File: config.mk
export PLATFORM = sky130hd
export DESIGN_NAME = swbrm_div
export DESIGN_NICKNAME = d
export VERILOG_FILES = /design/src/hdl/swbrm_pkg.sv /design/src/hdl/swbrm_div.sv
export SDC_FILE = /design/constraint.sdc
export NUM_CORES = 1
export LEC_CHECK = 0
export BUFFER_PORTS_ARGS = -buffer_cell sky130_fd_sc_hd__buf_2
export CORE_UTILIZATION = 42
export CTS_BUF_LIST = sky130_fd_sc_hd__clkbuf_4
export DETAILED_ROUTE_END_ITERATION = 8
export GPL_ROUTABILITY_DRIVEN = 0
export PLACE_DENSITY = 0.72
export SYNTH_ARGS = -nofsm -noshare
export SYNTH_HDL_FRONTEND = slang
export SYNTH_SLANG_ARGS = --single-unit
export TNS_END_PERCENT = 5
File: constraint.sdc
create_clock -name clk -period 3.55 [get_ports clk]
set_input_delay 0.355 -clock clk [delete_from_list [all_inputs] [get_ports clk]]
set_output_delay 0.355 -clock clk [all_outputs]
set_load 0.02 [all_outputs]
File: src/hdl/swbrm_pkg.sv
// Shared widths and constants for the sliding-window byte-rate meter.
`timescale 1ns / 1ps

package swbrm_pkg;

  localparam int TIME_W      = 32;
  localparam int BYTES_W     = 32;
  localparam int WIN_W       = 16;
  localparam int TOTAL_W     = 38;
  localparam int RATE_W      = 41;
  localparam int IN_TDATA_W  = 80;
  localparam int OUT_TDATA_W = 80;
  localparam int IN_TUSER_W  = 2;
  localparam int OUT_TUSER_W = 1;
  localparam int SAMPLE_W    = TIME_W + BYTES_W;
  localparam int DIV_STEP_W  = 6;

  localparam logic [TOTAL_W-1:0] TOTAL_MAX = '1;

  // Record or query, from the lowest bit of the input tuser
  localparam logic MODE_RECORD = 1'b0;
  localparam logic MODE_QUERY  = 1'b1;

endpackage

File: src/hdl/swbrm_div.sv
// Restoring serial divider, one quotient bit per cycle, for the rate.
`timescale 1ns / 1ps

module swbrm_div (
  input  logic                          clk,
  input  logic                          rst_n,
  input  logic                          start,
  input  logic [swbrm_pkg::RATE_W-1:0]  dividend,
  input  logic [swbrm_pkg::WIN_W-1:0]   divisor,
  output logic                          done,
  output logic [swbrm_pkg::RATE_W-1:0]  quotient
);

  localparam int RW = swbrm_pkg::RATE_W;
  localparam int WW = swbrm_pkg::WIN_W;
  localparam int SW = swbrm_pkg::DIV_STEP_W;

  logic [RW-1:0] quo_r, quo_nxt;
  logic [WW-1:0] rem_r, rem_nxt;
  logic [WW-1:0] div_r, div_nxt;
  logic [SW-1:0] step_r, step_nxt;
  logic          run_r, run_nxt;
  logic          done_r, done_nxt;
  logic [WW:0]   trial;
  logic [WW:0]   diff;

  always_comb begin
    quo_nxt  = quo_r;
    rem_nxt  = rem_r;
    div_nxt  = div_r;
    step_nxt = step_r;
    run_nxt  = run_r;
    done_nxt = 1'b0;
    trial    = {rem_r, quo_r[RW-1]};
    diff     = trial - {1'b0, div_r};
    if (start) begin
      quo_nxt  = dividend;
      rem_nxt  = '0;
      div_nxt  = divisor;
      step_nxt = '0;
      run_nxt  = 1'b1;
    end else if (run_r) begin
      if (trial >= {1'b0, div_r}) begin
        rem_nxt = diff[WW-1:0];
        quo_nxt = {quo_r[RW-2:0], 1'b1};
      end else begin
        rem_nxt = trial[WW-1:0];
        quo_nxt = {quo_r[RW-2:0], 1'b0};
      end
      if (step_r == SW'(RW - 1)) begin
        run_nxt  = 1'b0;
        done_nxt = 1'b1;
      end else begin
        step_nxt = step_r + 1'b1;
      end
    end
  end

  always_ff @(posedge clk) begin
    if (!rst_n) begin
      run_r  <= 1'b0;
      done_r <= 1'b0;
      step_r <= '0;
    end else begin
      run_r  <= run_nxt;
      done_r <= done_nxt;
      step_r <= step_nxt;
    end
    quo_r <= quo_nxt;
    rem_r <= rem_nxt;
    div_r <= div_nxt;
  end

  assign done     = done_r;
  assign quotient = quo_r;

endmodule

; ---- Yosys cells after proc, flatten, opt, wreduce, memory -nomap -nowiden
; Index checks and enable logic that the tools add are counted.
[totals]
register_bits = 81
output_inout_bits = 42
elab_cells = 25
[op_classes]
magnitude_cmp = 1
n_bitwise = 3
reduce_logical = 4
n_addsub = 2
n_eq_ne = 1
n_mux = 8
[op_table]
columns = cell, count
row1 = 41-bit two-way mux, 2
row2 = 17-bit by 16-bit greater-or-equal comparator with 1-bit output, 1
row3 = 16-bit two-way mux, 1
row4 = 16-bit subtractor, 1
row5 = 6-bit by 1-bit adder with 6-bit output (second input constant), 1
row6 = 6-bit equality test (second input constant), 1
row7 = 1-bit two-way mux, 5
row8 = 1-bit inverter, 3
row9 = 3-bit OR reduction, 1
row10 = 2-bit AND reduction, 1
row11 = 2-bit nonzero test, 1
row12 = 2-bit OR reduction, 1

; ---- Logic depth before layout (Yosys ltp)
[depth]
depth_word = 4
ltp_mapped = 10
mapped_depth_nobuf = 10

; ---- Least setup slack after synthesis
; Ideal clock, no wire load.
[synth_path]
kind = reg2reg
startpoint = reg quo_r[40], in the netlist quotient[40]
endpoint = reg rem_r[14]
setup_ns = 0.116
synth_period_minus_slack_ns = 2.456
required_ns = 3.434
slack_ns = 1.094
stages_incl_launch_ff = 11
arrival_time_ns = 2.340
cell_sequence = edfxtp_1 > inv_1 > ha_1 > fa_1 > nand2b_1 > a21oi_1 > a31oi_1 > o21a_1 > o21ai_0 > xor2_1 > a31o_1
[synth_between]
elab_chain_cells = 2
elab_cells_between_ends = 3
cone_classes = add/sub (1) / order compare (1) / mux (1)
[synth_lines]
columns = element, line
row1 = from (decl), swbrm_div.sv:18  ; logic [RW-1:0] quo_r, quo_nxt;
row2 = from (signal assigned), swbrm_div.sv:69  ; quo_r <= quo_nxt;
row3 = 16-bit subtractor / 17-bit by 16-bit greater-or-equal comparator with 1-bit output (equally long branches), "swbrm_div.sv:35, swbrm_div.sv:43"
row4 = 16-bit two-way mux *, swbrm_div.sv:43  ; if (trial >= {1'b0, div_r}) begin
row5 = to (signal assigned), swbrm_div.sv:70  ; rem_r <= rem_nxt;
row6 = to (decl), swbrm_div.sv:19  ; logic [WW-1:0] rem_r, rem_nxt;
; Mark *: on every way between the ends. The rest lies on a longest branch, timed or not.
; A chain may end at the register's enable or synchronous reset.

; ---- Worst setup path in the final report
; Same ends and word-level chain as after synthesis.

==> reports/qor.csv <==
metric,value,unit
crit path launch type,flip-flop,
worst hold path type,in -> reg,
Comb pwr share,0.221,
endpoints failing setup,0,
Yosys top cell by area,edfxtp_1,
first-pass GRT wire length,14100,um
DIE AREA,10200,um2
final worst-path cycle share,0.762,
proportion of layout cells with a drive suffix above 1,0.374,
Rel. slew slack,0.400,
slew of the pin with the lowest slew margin,0.900,ns
Post-CTS Resized,0,
total gr overflow,0,
Hold Path End,div_r[3],
io pins,102,
total track usage,0.179,
Buf/Inv on CP,1,
Worst R2R Start,quotient[40],
largest cells by area after synthesis,"edfxtp_1 (42%), dfxtp_1 (12%), mux2_2 (11%)",
DR iter-0 viols,107,
status,completed,
Cells after Synth,343,
# Post-CTS Setup Buffers,0,
Antenna Violating Nets Remaining,0,
"reg-to-reg slack, setup",0.85,ns
Post-Route WL,8590,um
largest net degree at the start of global routing,76,
average wire per standard cell,14.9,um
Clock power frac,0.275,
min cycle time layout,2.70,ns
post-synth net total,422,
part of the power in registers,0.504,
critical setup path kind,reg -> reg,
Max Slew Vio Count,0,
Std-Cell Rows,35,
worst skew pair latency,0.44,ns
YS warnings,0,
Die Height,101,um
clock tree root buffer cell,clkbuf_4,
Critical Path Fanout Max,4,
number of diodes,0,
VDD IR-drop max,0.217,mV
CTS tree,built,
vias post-DR,2963,
share of Yosys cell area claimed by the top area cell type,0.417,
FF-to-FF path depth,10,
total iterations of the first detailed-routing run,4,
Int Power,1620,uW
worst hold stages,1,
"Async S/R FF share, synth",0,
register bit total from synthesis,81,
Post-synth top flop,edfxtp_1,
crit-path cells,inv_1 > ha_1 > fa_1 > nand2b_1 > a21oi_1 > a31oi_1 > o21a_1 > o21ai_0 > xor2_1 > a31o_1,
Num CTS Buffers,9,
DP HPWL,6150,um
number of max-cap violations,0,
Initial Utilization,0.440,
vias in the first global route,2937,
Final Hold Viols,0,
# DRC,0,
die extent in x,101,um
leakage power,0.00202,uW
cell family with most CP delay,compound AO/OA/AOI/OAI gates,
CTS Hold Bufs,0,
Filler cells,847,
Crit path required time,3.89,ns
Layout Area Growth over Synthesis,19.6,%
fin area,4900,um2
clk sink count,81,
HP Start,divisor[3],
htree depth,3,
Crit-path slowest cell,edfxtp_1,
Post-synth EDFFs,57,
Core ar.,9330,um2
final core utilization,0.526,
arrival time worst endpoint,3.04,ns
pwr/cell area,468,nW/um2
CTS Buffer Depth,2,
Post-Syn Area,4100,um2
fmax,370,MHz
max incr delay on CP,0.43,ns
NetSw,676,uW
r2r endpoint,rem_r[14],
initial antenna violation count,0,
routed vias/inst,5.13,
Worst-path clk slew,0.14,ns
Setup TNS Final,0,ns
PortBufs,101,
Cell variety after synth,49,
Worst setup EP type,flip-flop,
mean post-synth cell area,12.0,um2
Final nets,523,
Sw Share,0.294,
sequential element share of the synthesized area,0.535,
RSZ-0062 raised after global routing,false,
Post-DP Area,4740,um2
Clock Skew,0.0164,ns
[power groups by stage]
stage	combinational (uW)	clock [uW]	sequential (uW)
after global routing	554	677	1170
after global placement	500	0	1170
after floorplan	302	0	1230
after detailed placement	509	0	1180
after CTS	510	654	1160
final	507	632	1160
[cells in the final DEF (no fill, tap or decap), types with 5 or more instances in the layout]
master | Yosys | layout
nor2_1 | 28 | 28
inv_1 | 23 | 23
a21oi_1 | 12 | 12
mux2i_1 | 10 | 10
nand3_1 | 5 | 5
nand2_1 | 21 | 21
xor2_1 | 10 | 10
a211oi_1 | 10 | 10
dfxtp_1 | 24 | 24
o31ai_1 | 5 | 5
edfxtp_1 | 57 | 57
ha_1 | 18 | 18
clkbuf_4 | 0 | 10
buf_2 | 2 | 101
mux2_2 | 41 | 41
xnor2_1 | 8 | 8
o21a_1 | 6 | 6
nand4_1 | 7 | 7
[kinds of logic after synthesis]
| logic type | synth area share |
|---|---|
| compound gates | 0.105 |
| xor+xnor | 0.0384 |
| fa+ha+maj | 0.0598 |
| buf+inv | 0.0366 |
| flops | 0.535 |
| mux | 0.137 |
| simple gates | 0.0885 |
[synth_stat cells (all sizes together) (2+ instances only)]
cell type,instances
a21oi,13
mux2,41
nor3,4
buf,5
nand2,22
mux2i,10
a31o,4
a211oi,10
nand3,5
nand2b,2
nor2,29
o21a,6
xor2,10
ha,18
xnor2,8
inv,23
o31ai,5
a21o,3
nor2b,2
nand4,7
dfxtp,24
o211ai,2
edfxtp,57
and3,2
o21ai,5
clkbuf,9
a31oi,3
[worst register-to-register path: stages (launching register included)]
cell      delay (ns)
edfxtp_1        0.43
inv_1           0.07
ha_1            0.22
fa_1            0.40
nand2b_1        0.17
a21oi_1         0.34
a31oi_1         0.19
o21a_1          0.24
o21ai_0         0.22
xor2_1          0.10
a31o_1          0.22
[how the worst max path moves through the flow]
stage                       from        end  slack, ns  cells after the start
floorplan           quotient[40]  rem_r[14]       1.09                     10
global placement    quotient[40]  rem_r[14]       0.90                     10
detailed placement  quotient[40]  rem_r[14]       0.88                     10
CTS                 quotient[40]  rem_r[14]       0.84                     10
global route        quotient[40]   rem_r[8]       0.67                     10
finish              quotient[40]  rem_r[14]       0.85                     10
[cell type report]
cell class	instances	area (um2)	area share
clock buffer	10	75.1	0.0153
multi-input combinational	225	1760	0.359
sequential	81	2190	0.447
clock inverter	6	88.8	0.0181
inverter	23	86.3	0.0176
tap	129	161	0.0329
timing repair buffer	104	541	0.110
[per-layer routing]
metal  global-route usage  wire [um]  up-vias
met1                0.225       3890     1409
met5                    0          0        -
met2                0.289       4010       86
met3               0.0714        610        6
met4               0.0468         76        0
li1                     -          -     1462
[sequential cells by signal, summed over array words and instances, names as in the netlist]
register	flops
quotient	41
done	1
rem_r	16
div_r	16
run_r	1
step_r	6
[stage by stage]
| step | power [uW] | hold WS, ns | setup WS [ns] | instances |
|---|---|---|---|---|
| 2_1_floorplan | 1530 | 0.439 | 1.09 | 343 |
| 3_3_place_gp | 1670 | 0.465 | 0.895 | 562 |
| 3_5_place_dp | 1690 | 0.470 | 0.882 | 562 |
| 4_1_cts | 2320 | 0.0569 | 0.840 | 578 |
| 5_1_grt | 2400 | 0.0524 | 0.675 | 578 |
| 6_report | 2300 | 0.0809 | 0.846 | 578 |
Power figures use the tool's default switching activity.
